<file path="config.mk">
export PLATFORM = sky130hd
export DESIGN_NAME = irpfd_queue
export DESIGN_NICKNAME = d
export VERILOG_FILES = /design/src/sv/irpfd_pkg.sv /design/src/sv/irpfd_queue.sv
export SDC_FILE = /design/constraint.sdc
export NUM_CORES = 1
export LEC_CHECK = 0
export CORE_MARGIN = 10
export CORE_UTILIZATION = 40
export CTS_CLUSTER_SIZE = 20
export DETAILED_ROUTE_END_ITERATION = 12
export DONT_BUFFER_PORTS = 1
export SLEW_MARGIN = 0
export SYNTH_ARGS = -nofsm -noshare
export SYNTH_HDL_FRONTEND = slang
export SYNTH_SLANG_ARGS = --single-unit
export TNS_END_PERCENT = 30
</file>
<file path="constraint.sdc">
create_clock -name clk -period 2.5 [get_ports clk]
set_input_delay 0.25 -clock clk [delete_from_list [all_inputs] [get_ports clk]]
set_output_delay 0.25 -clock clk [all_outputs]
set_load 0.005 [all_outputs]
</file>
<file path="src/sv/irpfd_pkg.sv">
// ----------------------------------------------------------------------------
// irpfd_pkg
// Shared constants, register indexes and types of the IR pulse frame decoder.
// ----------------------------------------------------------------------------
package irpfd_pkg;

  // Depth of the duration store.
  localparam int PULSE_SLOTS = 128;
  localparam int ADDR_W      = $clog2(PULSE_SLOTS);
  // The fill index must be able to hold the depth itself.
  localparam int FILL_W      = $clog2(PULSE_SLOTS + 1);
  // The decode pointer starts at the 7-bit offset and runs one past the frame.
  localparam int PTR_W       = (FILL_W + 1 > 8) ? FILL_W + 1 : 8;

  localparam int TIME_W      = 32;
  localparam int CFG_W       = 20;
  localparam int OFFSET_W    = 7;
  localparam int CODE_W      = 32;
  localparam int CODE_BIT_W  = $clog2(CODE_W);
  localparam int COUNT_W     = 7;
  localparam int COUNT_MAX   = 127;
  localparam int CFG_IDX_W   = 3;

  localparam int QUEUE_DEPTH = 4;
  localparam int QPTR_W      = $clog2(QUEUE_DEPTH);

  // Register indexes on the configuration port.
  localparam logic [CFG_IDX_W-1:0] REG_NOISE_MIN     = 3'd0;
  localparam logic [CFG_IDX_W-1:0] REG_NOISE_MAX     = 3'd1;
  localparam logic [CFG_IDX_W-1:0] REG_OFFSET        = 3'd2;
  localparam logic [CFG_IDX_W-1:0] REG_SYNC_THR      = 3'd3;
  localparam logic [CFG_IDX_W-1:0] REG_SHORT_FLOOR   = 3'd4;
  localparam logic [CFG_IDX_W-1:0] REG_SHORT_CEILING = 3'd5;

  // Register reset values.
  localparam logic [CFG_W-1:0]    NOISE_MIN_RST     = 20'd100;
  localparam logic [CFG_W-1:0]    NOISE_MAX_RST     = 20'd100000;
  localparam logic [OFFSET_W-1:0] OFFSET_RST        = 7'd2;
  localparam logic [CFG_W-1:0]    SYNC_THR_RST      = 20'd5000;
  localparam logic [CFG_W-1:0]    SHORT_FLOOR_RST   = 20'd550;
  localparam logic [CFG_W-1:0]    SHORT_CEILING_RST = 20'd1000;

  typedef struct packed {
    logic [CFG_W-1:0]    noise_min;
    logic [CFG_W-1:0]    noise_max;
    logic [OFFSET_W-1:0] offset;
    logic [CFG_W-1:0]    sync_thr;
    logic [CFG_W-1:0]    short_floor;
    logic [CFG_W-1:0]    short_ceiling;
  } cfg_t;

  // Commands handed from the classifier to the decode engine.
  typedef enum logic [0:0] {
    CMD_STORE = 1'b0,
    CMD_FRAME = 1'b1
  } cmd_op_t;

  // For a store, idx is the entry written; for a frame, it is the frame length.
  typedef struct packed {
    cmd_op_t           op;
    logic [FILL_W-1:0] idx;
    logic [TIME_W-1:0] dur;
  } cmd_t;

endpackage

</file>
<file path="src/sv/irpfd_queue.sv">
// ----------------------------------------------------------------------------
// irpfd_queue
// Short command queue between the classifier and the decode engine.
// ----------------------------------------------------------------------------
module irpfd_queue (
  input  logic            clk,
  input  logic            rst,
  input  logic            push,
  input  irpfd_pkg::cmd_t push_cmd,
  output logic            full,
  input  logic            pop,
  output irpfd_pkg::cmd_t pop_cmd,
  output logic            empty
);
  import irpfd_pkg::*;

  cmd_t              q_mem [QUEUE_DEPTH];
  logic [QPTR_W-1:0] wr_ptr;
  logic [QPTR_W-1:0] rd_ptr;
  logic [QPTR_W:0]   count;

  assign full    = count == (QPTR_W + 1)'(QUEUE_DEPTH);
  assign empty   = count == '0;
  assign pop_cmd = q_mem[rd_ptr];

  always_ff @(posedge clk) begin
    if (push) begin
      q_mem[wr_ptr] <= push_cmd;
    end
  end

  always_ff @(posedge clk) begin
    if (rst) begin
      wr_ptr <= '0;
      rd_ptr <= '0;
      count  <= '0;
    end else begin
      if (push) begin
        wr_ptr <= wr_ptr + QPTR_W'(1);
      end
      if (pop) begin
        rd_ptr <= rd_ptr + QPTR_W'(1);
      end
      if (push && !pop) begin
        count <= count + (QPTR_W + 1)'(1);
      end else if (pop && !push) begin
        count <= count - (QPTR_W + 1)'(1);
      end
    end
  end

  no_overflow: assert property (@(posedge clk) disable iff (rst) full |-> !push)
    else $error("push into a full command queue");

  no_underflow: assert property (@(posedge clk) disable iff (rst) empty |-> !pop)
    else $error("pop from an empty command queue");

endmodule

</file>
* After elaboration in Yosys (flattened, before gate mapping)
Memory sizes are Yosys's and may differ from the RTL's. A register that Yosys moved wholly into a read port is not among the register bits.
Index checks and enable logic that the tools add are counted.
** Storage, ports and cells
- Flip-flop bits (word level) :: 7
- RAM bits :: 164
- Output and inout bits :: 43
- Logic and storage cells :: 21
- Memories :: 1
** Operators by class
- Add/subtract/negate cells :: 4
- Equality and inequality tests :: 1
- Mux-type cells :: 6
- Reduce and logical (&&, ||, !) cells :: 6
** Memory list
- q_mem :: words 4, width 41, read ports 1, clocked after memory_dff 1, wr ports 1, RTL line irpfd_queue.sv:17 : cmd_t q_mem [QUEUE_DEPTH];
** Operators with widths (count)
- $mux W3 :: 2
- $add A2 B1 Y2 const B :: 2
- $mux W2 :: 2
- $add A3 B1 Y3 const B :: 1
- $eq A3 B3 Y1 const B :: 1
- $logic_not A3 Y1 :: 1
- $sub A3 B1 Y3 const B :: 1
- $logic_and A1 B1 Y1 :: 2
- $logic_not A1 Y1 :: 2
- $mux W1 :: 2
- $reduce_bool A2 Y1 :: 1

* Depth between registers and ports, before layout
- Depth in word-level cells :: 4
- Gate-level depth with buffers :: 7

* Least setup slack after synthesis
Ideal clock, no wire load.
- Path kind :: register to register
- Start :: register wr_ptr[0]
- End :: memory q_mem[2][0] (netlist bit), enable pin
- Library setup time :: 0.402 ns
- Data arrival time :: 1.533 ns
- Data required time :: 2.098 ns
- Slack :: 0.565 ns
- Stages on the path, launching flop included :: 4
- Buffers on the path :: 0
- Period minus slack after synthesis :: 1.935 ns
- Cells stage by stage :: dfxtp_1 inv_1 ha_1 and2_1
** RTL lines
- start: declaration :: RTL line irpfd_queue.sv:18 : logic [QPTR_W-1:0] wr_ptr;
- start signal: assignment :: RTL line irpfd_queue.sv:39 : wr_ptr <= wr_ptr + QPTR_W'(1);
- end: declaration :: RTL line irpfd_queue.sv:17
No word-level cell before the write port.

==> flow_summary.json <==
{
  "power_frac_comb_pct": 7.9,
  "die-width_um": 146,
  "clock.fmax_mhz": 469,
  "p_sw_uw": 1380,
  "fin_nets": 372,
  "avgSynthCellArea_um2": 24.7,
  "synth_cell_types": 23,
  "fin_tns_setup_ns": 0,
  "slew_violations": 0,
  "fin_crit_sh_pct": 85.3,
  "p_per_area_nw_per_um2": 835,
  "ir_worst_vdd_v": 0.000483,
  "clkLatencyLatePin_ns": 0.42,
  "crit_path_cell_trace": "buf_4 > mux4_2",
  "hp-class": "primary input to flop",
  "slowest_delay_ns": 0.57,
  "synth_seq_area_share_pct": 79.8,
  "synth_nets": 310,
  "skew_ns": 0.00779,
  "cp_num_buf_inv": 1,
  "antenna_found_initial": 1,
  "p_int_uw": 5050,
  "totalWireLength_um": 11900,
  "rsz0062_at_grt": "false",
  "multiInputGateArea_um2": 1160,
  "n_fill_cell": 1308,
  "detail_route.wl_per_cell_um": 21.5,
  "vias_per_cell": 4.99,
  "routabilityCongestion": 0.718,
  "maxCapViolCount": 0,
  "hpwl_um": 7220,
  "die_h_um": 146,
  "worst_pin_slew_ns": 0.564,
  "finalHoldViolations": 0,
  "drt_iter0_drc": 141,
  "clkSinkCount": 173,
  "grt_use_total_pct": 11.7,
  "cp-end-kind": "primary output",
  "required_ns": 2.25,
  "drc": 0,
  "design.core.area_um2": 15800,
  "syn_to_final_growth_pct": 20.3,
  "num_rows": 46,
  "clock_power_share_pct": 39.4,
  "grt_pass1_vias": 3077,
  "path_clk_slew_ns": 0.06,
  "synth-seq-cells": 173,
  "setup_viol": 0,
  "status": "completed",
  "netSwitchingFraction_pct": 21.5,
  "dr_total_vias": 2750,
  "path_delay_family": "flip-flops",
  "crit_fanout": 17,
  "die_area_um2": 21400,
  "grt_max_degree": 37,
  "cp_slowest_cell": "dfxtp_4",
  "regArea_um2": 5110,
  "cts_buffers": 17,
  "clockBufferDepth": 2,
  "relSlewSlack_pct": 62.4,
  "cts_tree": "yes",
  "post-place-cells": 474,
  "start_kind": "flop",
  "overflow": 0,
  "synthCells": 259,
  "period_minus_slack_ns": 2.13,
  "reg2reg_slack_ns": 0.93,
  "grt_pass1_wl_um": 18600,
  "synth_warnings": 0,
  "stdcell_count": 551,
  "floorplan.initialDensity_pct": 40.6,
  "power_frac_seq_pct": 52.7,
  "drtPass1Iterations": 4,
  "portBuffers": 0,
  "cts.repair.resized": 0,
  "drive_gt1_share_pct": 25.4,
  "final_antenna_net_count": 0,
  "path_class": "flop to primary output",
  "synth_area_um2": 6400,
  "finalPower_uw": 6430,
  "ctsHtreeMaxLevel": 4,
  "clock-root-buffer": "clkbuf_16",
  "pin_count": 88,
  "critPathArrivalTime_ns": 1.88,
  "leakage_uw": 0.00246
}
## sequential cells by signal (all words and copies together), names as in the netlist, named ones only
register  flops
q_mem       164
count         3
wr_ptr        2
rd_ptr        2
## power by group through the flow
stage / logic, µW / clock network [µW] / registers [µW]
2_1_floorplan: 361 / 0 / 3420
3_3_place_gp: 440 / 0 / 3450
3_5_place_dp: 442 / 0 / 3460
4_1_cts: 532 / 2610 / 3390
5_1_grt: 561 / 2730 / 3410
6_report: 508 / 2530 / 3390
## area by class of cell
| type | count | share of cell area, % |
|---|---|---|
| Tap cell | 216 | 3.51 |
| Sequential cell | 173 | 66.4 |
| Clock buffer | 18 | 5.58 |
| Timing Repair Buffer | 54 | 7.35 |
| Inverter | 4 | 0.195 |
| Antenna cell | 1 | 0.0325 |
| Multi-Input combinational cell | 71 | 15.1 |
| Clock inverter | 14 | 1.84 |
## cells in the final DEF (no fill, tap or decap), types with 2 or more instances in the layout
cell type	count
dfxtp_1	7
xnor2_1	2
clkinv_1	2
mux2i_1	2
clkinv_2	3
buf_4	6
bufinv_16	2
clkbuf_16	17
xor2_1	3
ha_1	5
edfxtp_1	164
dlygate4sd3_1	44
buf_12	4
clkinvlp_4	2
inv_1	4
mux4_2	40
inv_6	3
clkinv_4	2
and2_2	4
nor2_1	7
## worst min-delay path: cells and delay by family
family / cells / cell delay (ns)
XOR/XNOR: 1 / 0.13
AND/OR/NAND/NOR: 2 / 0.11
## final timing paths
path | from | to | cells after the start
worst max-delay path | flop | pop_cmd[20] | 2
worst min register to register | count[2]$_SDFFE_PP0P_ | count[2]$_SDFFE_PP0P_ | 2
worst min-delay path | pop | flop | 3
worst max register to register | wr_ptr[1]$_SDFFE_PP0P_ | q_mem[1][14]$_DFFE_PP_ | 4
## cells by family after synthesis
family	after synthesis	share of synthesized area (%)
flops	173	79.8
xor+xnor	5	0.685
buf+inv	15	2.09
fa+ha+maj	6	1.29
compound gates	2	0.156
simple gates	15	1.15
mux	43	14.8
## per-layer routing
metal | vias to the layer above | GRT usage (%) | part of all wire, %
met5 | - | 0 | 0
met4 | 0 | 4.80 | 1.5
met3 | 14 | 4.60 | 6.1
met2 | 77 | 18.0 | 50
met1 | 1454 | 14.3 | 42
li1 | 1205 | - | -
## repair_timing
item,4_1_cts,5_1_grt
hold endpoints to repair,173,0
buffers inserted,0,0
hold buffers,44,0
## cells in the mapped netlist
| library cell | number | share of area [%] |
|---|---|---|
| a21oi_1 | 1 | 0.078 |
| and2_1 | 4 | 0.39 |
| buf_1 | 1 | 0.059 |
| buf_12 | 4 | 1.3 |
| buf_2 | 4 | 0.31 |
| buf_6 | 1 | 0.18 |
| clkbuf_1 | 1 | 0.059 |
| dfxtp_1 | 9 | 2.8 |
| edfxtp_1 | 164 | 77 |
| fa_1 | 1 | 0.31 |
| ha_1 | 5 | 0.98 |
| inv_1 | 4 | 0.23 |
| mux2i_1 | 2 | 0.31 |
| mux4_1 | 1 | 0.41 |
| mux4_2 | 40 | 14 |
| nand2_1 | 1 | 0.059 |
| nor2_1 | 7 | 0.41 |
| nor3_1 | 1 | 0.078 |
| nor3b_1 | 1 | 0.12 |
| o21ai_0 | 1 | 0.078 |
| or3_1 | 1 | 0.098 |
| xnor2_1 | 2 | 0.27 |
| xor2_1 | 3 | 0.41 |
## metrics by stage
step	setup slack [ns]	instance area (µm²)	hold slack, ns	utilization [%]
2_1_floorplan	0.565	6400	0.349	-
3_3_place_gp	0.767	6680	0.324	42.4
3_5_place_dp	0.751	6680	0.323	42.4
4_1_cts	0.278	7690	0.0907	48.8
5_1_grt	0.221	7690	0.131	48.8
6_report	0.368	7700	0.117	48.8
Note: power is estimated with default switching activity, not from simulation.
