==> src/sv/irpfd_pkg.sv <==
// ----------------------------------------------------------------------------
// irpfd_pkg
// Shared constants, register indexes and types of the IR pulse frame decoder.
// ----------------------------------------------------------------------------
package irpfd_pkg;

  // Depth of the duration store.
  localparam int PULSE_SLOTS = 128;
  localparam int ADDR_W      = $clog2(PULSE_SLOTS);
  // The fill index must be able to hold the depth itself.
  localparam int FILL_W      = $clog2(PULSE_SLOTS + 1);
  // The decode pointer starts at the 7-bit offset and runs one past the frame.
  localparam int PTR_W       = (FILL_W + 1 > 8) ? FILL_W + 1 : 8;

  localparam int TIME_W      = 32;
  localparam int CFG_W       = 20;
  localparam int OFFSET_W    = 7;
  localparam int CODE_W      = 32;
  localparam int CODE_BIT_W  = $clog2(CODE_W);
  localparam int COUNT_W     = 7;
  localparam int COUNT_MAX   = 127;
  localparam int CFG_IDX_W   = 3;

  localparam int QUEUE_DEPTH = 4;
  localparam int QPTR_W      = $clog2(QUEUE_DEPTH);

  // Register indexes on the configuration port.
  localparam logic [CFG_IDX_W-1:0] REG_NOISE_MIN     = 3'd0;
  localparam logic [CFG_IDX_W-1:0] REG_NOISE_MAX     = 3'd1;
  localparam logic [CFG_IDX_W-1:0] REG_OFFSET        = 3'd2;
  localparam logic [CFG_IDX_W-1:0] REG_SYNC_THR      = 3'd3;
  localparam logic [CFG_IDX_W-1:0] REG_SHORT_FLOOR   = 3'd4;
  localparam logic [CFG_IDX_W-1:0] REG_SHORT_CEILING = 3'd5;

  // Register reset values.
  localparam logic [CFG_W-1:0]    NOISE_MIN_RST     = 20'd100;
  localparam logic [CFG_W-1:0]    NOISE_MAX_RST     = 20'd100000;
  localparam logic [OFFSET_W-1:0] OFFSET_RST        = 7'd2;
  localparam logic [CFG_W-1:0]    SYNC_THR_RST      = 20'd5000;
  localparam logic [CFG_W-1:0]    SHORT_FLOOR_RST   = 20'd550;
  localparam logic [CFG_W-1:0]    SHORT_CEILING_RST = 20'd1000;

  typedef struct packed {
    logic [CFG_W-1:0]    noise_min;
    logic [CFG_W-1:0]    noise_max;
    logic [OFFSET_W-1:0] offset;
    logic [CFG_W-1:0]    sync_thr;
    logic [CFG_W-1:0]    short_floor;
    logic [CFG_W-1:0]    short_ceiling;
  } cfg_t;

  // Commands handed from the classifier to the decode engine.
  typedef enum logic [0:0] {
    CMD_STORE = 1'b0,
    CMD_FRAME = 1'b1
  } cmd_op_t;

  // For a store, idx is the entry written; for a frame, it is the frame length.
  typedef struct packed {
    cmd_op_t           op;
    logic [FILL_W-1:0] idx;
    logic [TIME_W-1:0] dur;
  } cmd_t;

endpackage

==> src/sv/irpfd_front.sv <==
// ----------------------------------------------------------------------------
// irpfd_front
// Edge classifier: forms durations, filters noise, clamps short pulses and
// tracks frame filling, then issues store and frame commands.
// ----------------------------------------------------------------------------
module irpfd_front (
  input  logic                          clk,
  input  logic                          rst,
  input  irpfd_pkg::cfg_t               cfg,
  input  logic                          in_valid,
  output logic                          in_stall,
  input  logic [irpfd_pkg::TIME_W-1:0]  edge_time_us,
  input  logic                          q_full,
  output logic                          push,
  output irpfd_pkg::cmd_t               push_cmd
);
  import irpfd_pkg::*;

  localparam int PAD_W = TIME_W - CFG_W;

  logic [TIME_W-1:0] last_edge_time;
  logic [TIME_W-1:0] head_val;
  logic [FILL_W-1:0] fill_index;

  logic [TIME_W-1:0] dur;
  logic [TIME_W-1:0] d_lo;
  logic [TIME_W-1:0] d;
  logic [TIME_W-1:0] floor_x;
  logic [TIME_W-1:0] thr_x;
  logic              noise;
  logic              head_sync;
  logic              big;
  logic              full;
  logic              end_cond;
  logic              frame_end;
  logic              accept;
  logic [FILL_W-1:0] slot;

  assign in_stall = q_full;
  assign accept   = in_valid && !q_full;

  assign floor_x = {{PAD_W{1'b0}}, cfg.short_floor};
  assign thr_x   = {{PAD_W{1'b0}}, cfg.sync_thr};

  assign dur   = edge_time_us - last_edge_time;
  assign noise = (dur < {{PAD_W{1'b0}}, cfg.noise_min}) ||
                 (dur > {{PAD_W{1'b0}}, cfg.noise_max});

  // Raise to the floor first, then snap a gap between floor and ceiling down to the floor.
  assign d_lo = (dur < floor_x) ? floor_x : dur;
  assign d    = ((d_lo > floor_x) && (d_lo < {{PAD_W{1'b0}}, cfg.short_ceiling}))
                ? floor_x : d_lo;

  assign head_sync = head_val > thr_x;
  assign big       = d > thr_x;
  assign full      = fill_index == FILL_W'(PULSE_SLOTS);
  assign end_cond  = head_sync && (big || full);
  assign frame_end = end_cond && (fill_index > FILL_W'(1));

  always_comb begin
    slot = fill_index;
    if (!end_cond && big) begin
      slot = '0;
    end
    if (slot == FILL_W'(PULSE_SLOTS)) begin
      slot = '0;
    end
  end

  assign push         = accept && !noise;
  assign push_cmd.op  = frame_end ? CMD_FRAME : CMD_STORE;
  assign push_cmd.idx = frame_end ? fill_index : slot;
  assign push_cmd.dur = d;

  // head_val mirrors entry 0 of the store, which decides whether a frame is open.
  always_ff @(posedge clk) begin
    if (rst) begin
      last_edge_time <= '0;
      head_val       <= '0;
      fill_index     <= '0;
    end else begin
      if (accept) begin
        last_edge_time <= edge_time_us;
      end
      if (push) begin
        if (frame_end) begin
          fill_index <= FILL_W'(1);
          head_val   <= d;
        end else begin
          fill_index <= slot + FILL_W'(1);
          if (slot == '0) begin
            head_val <= d;
          end
        end
      end
    end
  end

  fill_in_range: assert property (@(posedge clk) disable iff (rst)
    fill_index <= FILL_W'(PULSE_SLOTS))
    else $error("fill index beyond store depth");

  frame_len_ok: assert property (@(posedge clk) disable iff (rst)
    (push && push_cmd.op == CMD_FRAME) |=> (fill_index == FILL_W'(1)))
    else $error("fill index not restarted after frame end");

endmodule

==> config.mk <==
export PLATFORM = sky130hd
export DESIGN_NAME = irpfd_front
export DESIGN_NICKNAME = d
export VERILOG_FILES = /design/src/sv/irpfd_pkg.sv /design/src/sv/irpfd_front.sv
export SDC_FILE = /design/constraint.sdc
export NUM_CORES = 1
export LEC_CHECK = 0
export BUFFER_PORTS_ARGS = -buffer_cell sky130_fd_sc_hd__buf_2
export CORE_UTILIZATION = 40
export CTS_CLUSTER_SIZE = 28
export DETAILED_ROUTE_END_ITERATION = 12
export GPL_TIMING_DRIVEN = 0
export SLEW_MARGIN = 20
export SYNTH_ARGS = -nofsm -noshare
export SYNTH_HDL_FRONTEND = slang
export SYNTH_SLANG_ARGS = --single-unit
export TNS_END_PERCENT = 1
==> constraint.sdc <==
create_clock -name clk -period 16 [get_ports clk]
set_clock_uncertainty 0.05 [all_clocks]
set_input_delay 3.2 -clock clk [delete_from_list [all_inputs] [get_ports clk]]
set_output_delay 3.2 -clock clk [all_outputs]
set_load 0.03 [all_outputs]
=== Yosys cells after proc, flatten, opt, wreduce, memory -nomap -nowiden ===
Index checks and enable logic that the tools add are counted.

* Flip-flop bits (word level): 72
* Latch bits: 0
* Bits in writable memories: 0
* ROM bits: 0
* Input port bits: 143
* Output and inout bits: 43
* Logic and storage cells: 38
* Memories kept: 0

* $add $sub $neg: 2
* Multipliers: 0
* Div/mod/pow operators: 0
* $lt $le $gt $ge: 8
* Eq/ne operators: 2
* Shift operators: 0
* Multiplexer cells: 9
* Bitwise operators: 0
* Reductions and logical operators: 14

{| class="wikitable"
|+ Operators by type and width
! operator !! count
|-
| $gt 32x20->1 || 4
|-
| $mux 32 || 4
|-
| $lt 32x20->1 || 3
|-
| $mux 8 || 4
|-
| $sub 32x32->32 || 1
|-
| $eq 8x8->1 const B || 2
|-
| $add 8x1->8 const B || 1
|-
| $gt 8x1->1 const B || 1
|-
| $logic_not 8->1 || 1
|-
| $logic_and 1x1->1 || 6
|-
| $logic_not 1->1 || 3
|-
| $logic_or 1x1->1 || 2
|-
| $reduce_and 2->1 || 1
|-
| $reduce_bool 2->1 || 1
|-
| $mux 1 || 1
|}

=== Depth between registers and ports, before layout ===
* Word-level depth: 17
* Depth in mapped cells: 53
* Gate-level depth less buffers: 47

=== Worst setup path after synthesis ===
Ideal clock, no wire load.

* Kind: input to output
* Start: in edge_time_us[0] (netlist bit)
* End: out push_cmd[39] (netlist bit)
* Arrival: 11.798 ns
* Required time: 12.750 ns
* Slack: 0.952 ns
* Stages on the path: 43
* Buffers on the path: 3
* Path through: inv_1 > ha_1 > inv_1 > fa_1 > a21o_1 > a221o_1 > a32o_1 > nor3_1 > o21ai_0 > a21o_1 > a21oi_1 > xnor2_1 > ha_1 > and4_1 > a221o_1 > a31oi_1 > nand2b_1 > clkbuf_1 > [7 not listed] > o31a_1 > a311oi_1 > or2_2 > a31oi_1 > or4_4 > buf_6 > mux2_4 > ha_1 > a21o_1 > a21o_1 > a211o_1 > o211ai_1 > a21oi_1 > o221ai_1 > o31ai_1 > nor4_2 > inv_1 > a21boi_0

{| class="wikitable"
|+ RTL lines
! item !! line !! text
|-
| from (decl) || irpfd_front.sv:12 || <nowiki>input logic [irpfd_pkg::TIME_W-1:0] edge_time_us,</nowiki>
|-
| to (decl) || irpfd_front.sv:15 || <nowiki>output irpfd_pkg::cmd_t push_cmd</nowiki>
|}

==> impl_results.md <==
* Crit path time final at ~16 ns
* Max FO, Critical Path at 10
* Pre-CTS setup slack at -0.825 ns
* Worst r2r path cells at between 40 and 50
* Post-synth EDFFs at 0
* Vias at approximately 8800
* PortBufs at 178
* Layout cell share with drive strength beyond 1 at 0.239
* Full die area at about 0.023 mm²
* Clock tree root driver cell: clkbuf_16
* FF+latch area at between 0.001 and 0.0015 mm²
* #FFs+latches synth at 72
* HP Start: last_edge_time[2]
* GRT Total Usage at 0.233
* Design Area, Final at around 0.011 mm²
* R2R setup slack at approximately 5.6 ns
* Setup ws final at approximately 0.48 ns
* Leak at roughly 5.3 nW
* Hold Path End: last_edge_time[2]
* Final Slew Violations at 0
* Filler cells at ~2200
* Min-delay worst type: register to register
* Status: completed
* Power per Cell Area at 74.3 mW/mm²
* Clk sink count at a little over 70
* Maxcap violations at 0
* Most frequent cells in the layout: 183 x buf_2, 170 x ha_1, 142 x inv_1, 124 x nand2_1, 105 x a21oi_1
* # setup viols final at 0
* Gr ovfl total at 0
* Post-synthesis cell area at 0.00891 mm²
* Drt total wl at 26200 µm
* DR DRC count at 0
* Area of the multi-input gates at 0.00684 mm²
* CP Class: primary input to primary output
* Ys flop type: dfxtp_1
* TritonCTS clock tree: built
* Global-route wire length before repair at slightly above 40000 µm
* Starting density of the core at 0.408
* CP peak stage delay at approximately 0.55 ns
* R2r endpoint: head_val[16]
* DRT antenna net count at 0
* Clk slew on worst S/H paths at about 0.050 ns
* Final Power at between 0.7 and 0.8 mW
* Max Buffers Root-to-Sink at 2
* Hold Crit Depth at 2
* Slew margin rel. at 0.368
* Sequential area share after synthesis at 0.162
* Critical-path top delay cell: or4_4
* Via-to-Cell Ratio at about 5.4
* Slew at the pin with the worst max-slew slack at 0.941 ns
* Area of placed instances at around 0.01 mm²
* Crit path DAT at 12.27 ns
* RR Startpoint: last_edge_time[9]
* Synth Warn # at 0
* Crit path launch type: primary input
* Die height at approximately 150 µm
* # H-tree levels at 3
* Layout area overhead at 20.0%
* Synth cell types at 75
* F_max at approximately 64 MHz
* Most common cell after layout, fill and taps aside: buf_2
* Syn nets at 1457
* Skew-Pair Late Insertion Delay at 0.35 ns
* Post-DP HPWL at approximately 22000 µm
* Initial antenna violation count at 0
* Worst path required time at 12.75 ns
* Die width at between 150 and 200 µm
* Routability cong. at about 0.90
* Drt first pass iters at 5
* Tcrit/Tclk final at 0.970
* Core Box Area at 0.0218 mm²
* Antenna cell count at 0
* Syn Area/Cell at 7.79 µm²
* WL/cell at 16.1 µm
* Vias in the first global route at about 8000
* Final #Nets at around 1700
* Worst vdd ir at 55.6 µV
* Std-Cell Rows at 54
* Post-synth ARST share at 0
* IO Count at approximately 190
* Drt initial violations at 430
* Mapped Cells at between 1000 and 1500
* TritonCTS Buffers at 9
* Final Hold Vio Count at 0
* Worst setup EP type: primary output
* Largest net degree at the start of global routing at 13
-- sequential cells by signal, summed over array words and instances, names as in the netlist --
| name | cells |
|---|---|
| head_val | 32 |
| fill_index | 8 |
| last_edge_time | 32 |
-- cell usage after synthesis (all sizes together), types with 6 or more instances --
| cell type | count | share of area |
|---|---|---|
| nor2b | 18 | 0.013 |
| nand3 | 18 | 0.010 |
| a21o | 45 | 0.038 |
| nor2 | 30 | 0.013 |
| nor3 | 49 | 0.046 |
| o22ai | 6 | 0.0042 |
| o21a | 22 | 0.019 |
| nand4 | 27 | 0.019 |
| dfxtp | 72 | 0.16 |
| mux2 | 21 | 0.034 |
| a31oi | 7 | 0.0049 |
| buf | 16 | 0.015 |
| o21ai | 64 | 0.036 |
| inv | 143 | 0.060 |
| nand2 | 124 | 0.052 |
| and2 | 13 | 0.0091 |
| a21boi | 6 | 0.0051 |
| xnor2 | 13 | 0.013 |
| o31ai | 7 | 0.0059 |
| a21oi | 117 | 0.070 |
| clkbuf | 25 | 0.011 |
| xor2 | 10 | 0.0098 |
| nand2b | 7 | 0.0049 |
| ha | 170 | 0.24 |
| and3 | 10 | 0.0070 |
| and4 | 7 | 0.0069 |
| nor3b | 14 | 0.012 |
-- final cells by class --
class                           count  area share
Multi-Input combinational cell    887       0.640
Buffer                             41      0.0234
Timing Repair Buffer              190      0.0920
Inverter                          143      0.0502
Clock inverter                      5     0.00527
Tap cell                          280      0.0328
Sequential cell                    72       0.135
Clock buffer                       11      0.0218
-- repair_timing --
| action | CTS | global route |
|---|---|---|
| resized for setup | 11 | 33 |
| setup endpoints to repair | 9 | 9 |
| setup buffers | 2 | 10 |
| gates cloned | 0 | 0 |
| pin swaps | 3 | 15 |
| hold buffers | 0 | 0 |
-- worst max-delay path: cells and delay by family --
kind | cells | cell delay (ns)
AO/OA/AOI/OAI | 22 | 4.15
XOR/XNOR | 1 | 0.18
adder cells (fa/ha/maj) | 5 | 1.43
buffers and inverters | 9 | 1.22
multiplexers | 1 | 0.34
AND/OR/NAND/NOR | 8 | 1.75
-- power breakdown --
part	total, mW	internal [mW]	switching [mW]
Combinational	0.407	0.163	0.244
Sequential	0.185	0.183	0.00168
Clock	0.203	0.121	0.0818
Total	0.794	0.467	0.327
-- metrics by stage --
stage,cells,utilization,hold slack [ns],TNS (ns)
after floorplan,1143,-,0.386,0
after global placement,1601,0.465,0.391,-6.39
after detailed placement,1601,0.465,0.399,-6.89
after CTS,1619,0.481,0.406,0
after global routing,1629,0.490,0.419,-0.116
final,1629,0.490,0.403,0
-- worst max-delay path by stage --
| stage | startpoint | end | slack, ns | cells after the start |
|---|---|---|---|---|
| 2_1_floorplan | edge_time_us[0] | push_cmd[39] | 0.95 | 43 |
| 3_3_place_gp | edge_time_us[0] | push_cmd[38] | -0.76 | 45 |
| 3_5_place_dp | edge_time_us[0] | push_cmd[33] | -0.82 | 45 |
| 4_1_cts | edge_time_us[0] | push_cmd[33] | 0.06 | 45 |
| 5_1_grt | edge_time_us[9] | push_cmd[40] | -0.06 | 43 |
| 6_report | edge_time_us[0] | push_cmd[39] | 0.48 | 46 |
-- cell families (layout without fill, tap and decap cells) --
group / count (synthesis) / in the layout / synth area share
DFF: 72 / 72 / 0.162
adders and majority gates: 171 / 171 / 0.241
and+or+nand+nor: 342 / 342 / 0.215
xor gates and xnor gates: 23 / 23 / 0.0226
muxes: 23 / 23 / 0.0360
AOI/OAI and AO/OA: 328 / 328 / 0.238
buffers and inverters: 184 / 390 / 0.0857
-- routing by layer --
metal / wire length, µm / track usage / vias up
met5: 0 / 0 / -
met4: 341 / 0.0520 / 0
met3: 1360 / 0.0298 / 24
met2: 12000 / 0.389 / 215
met1: 12500 / 0.317 / 4048
li1: - / - / 4494
No activity file was read; power rests on OpenSTA's default activity.
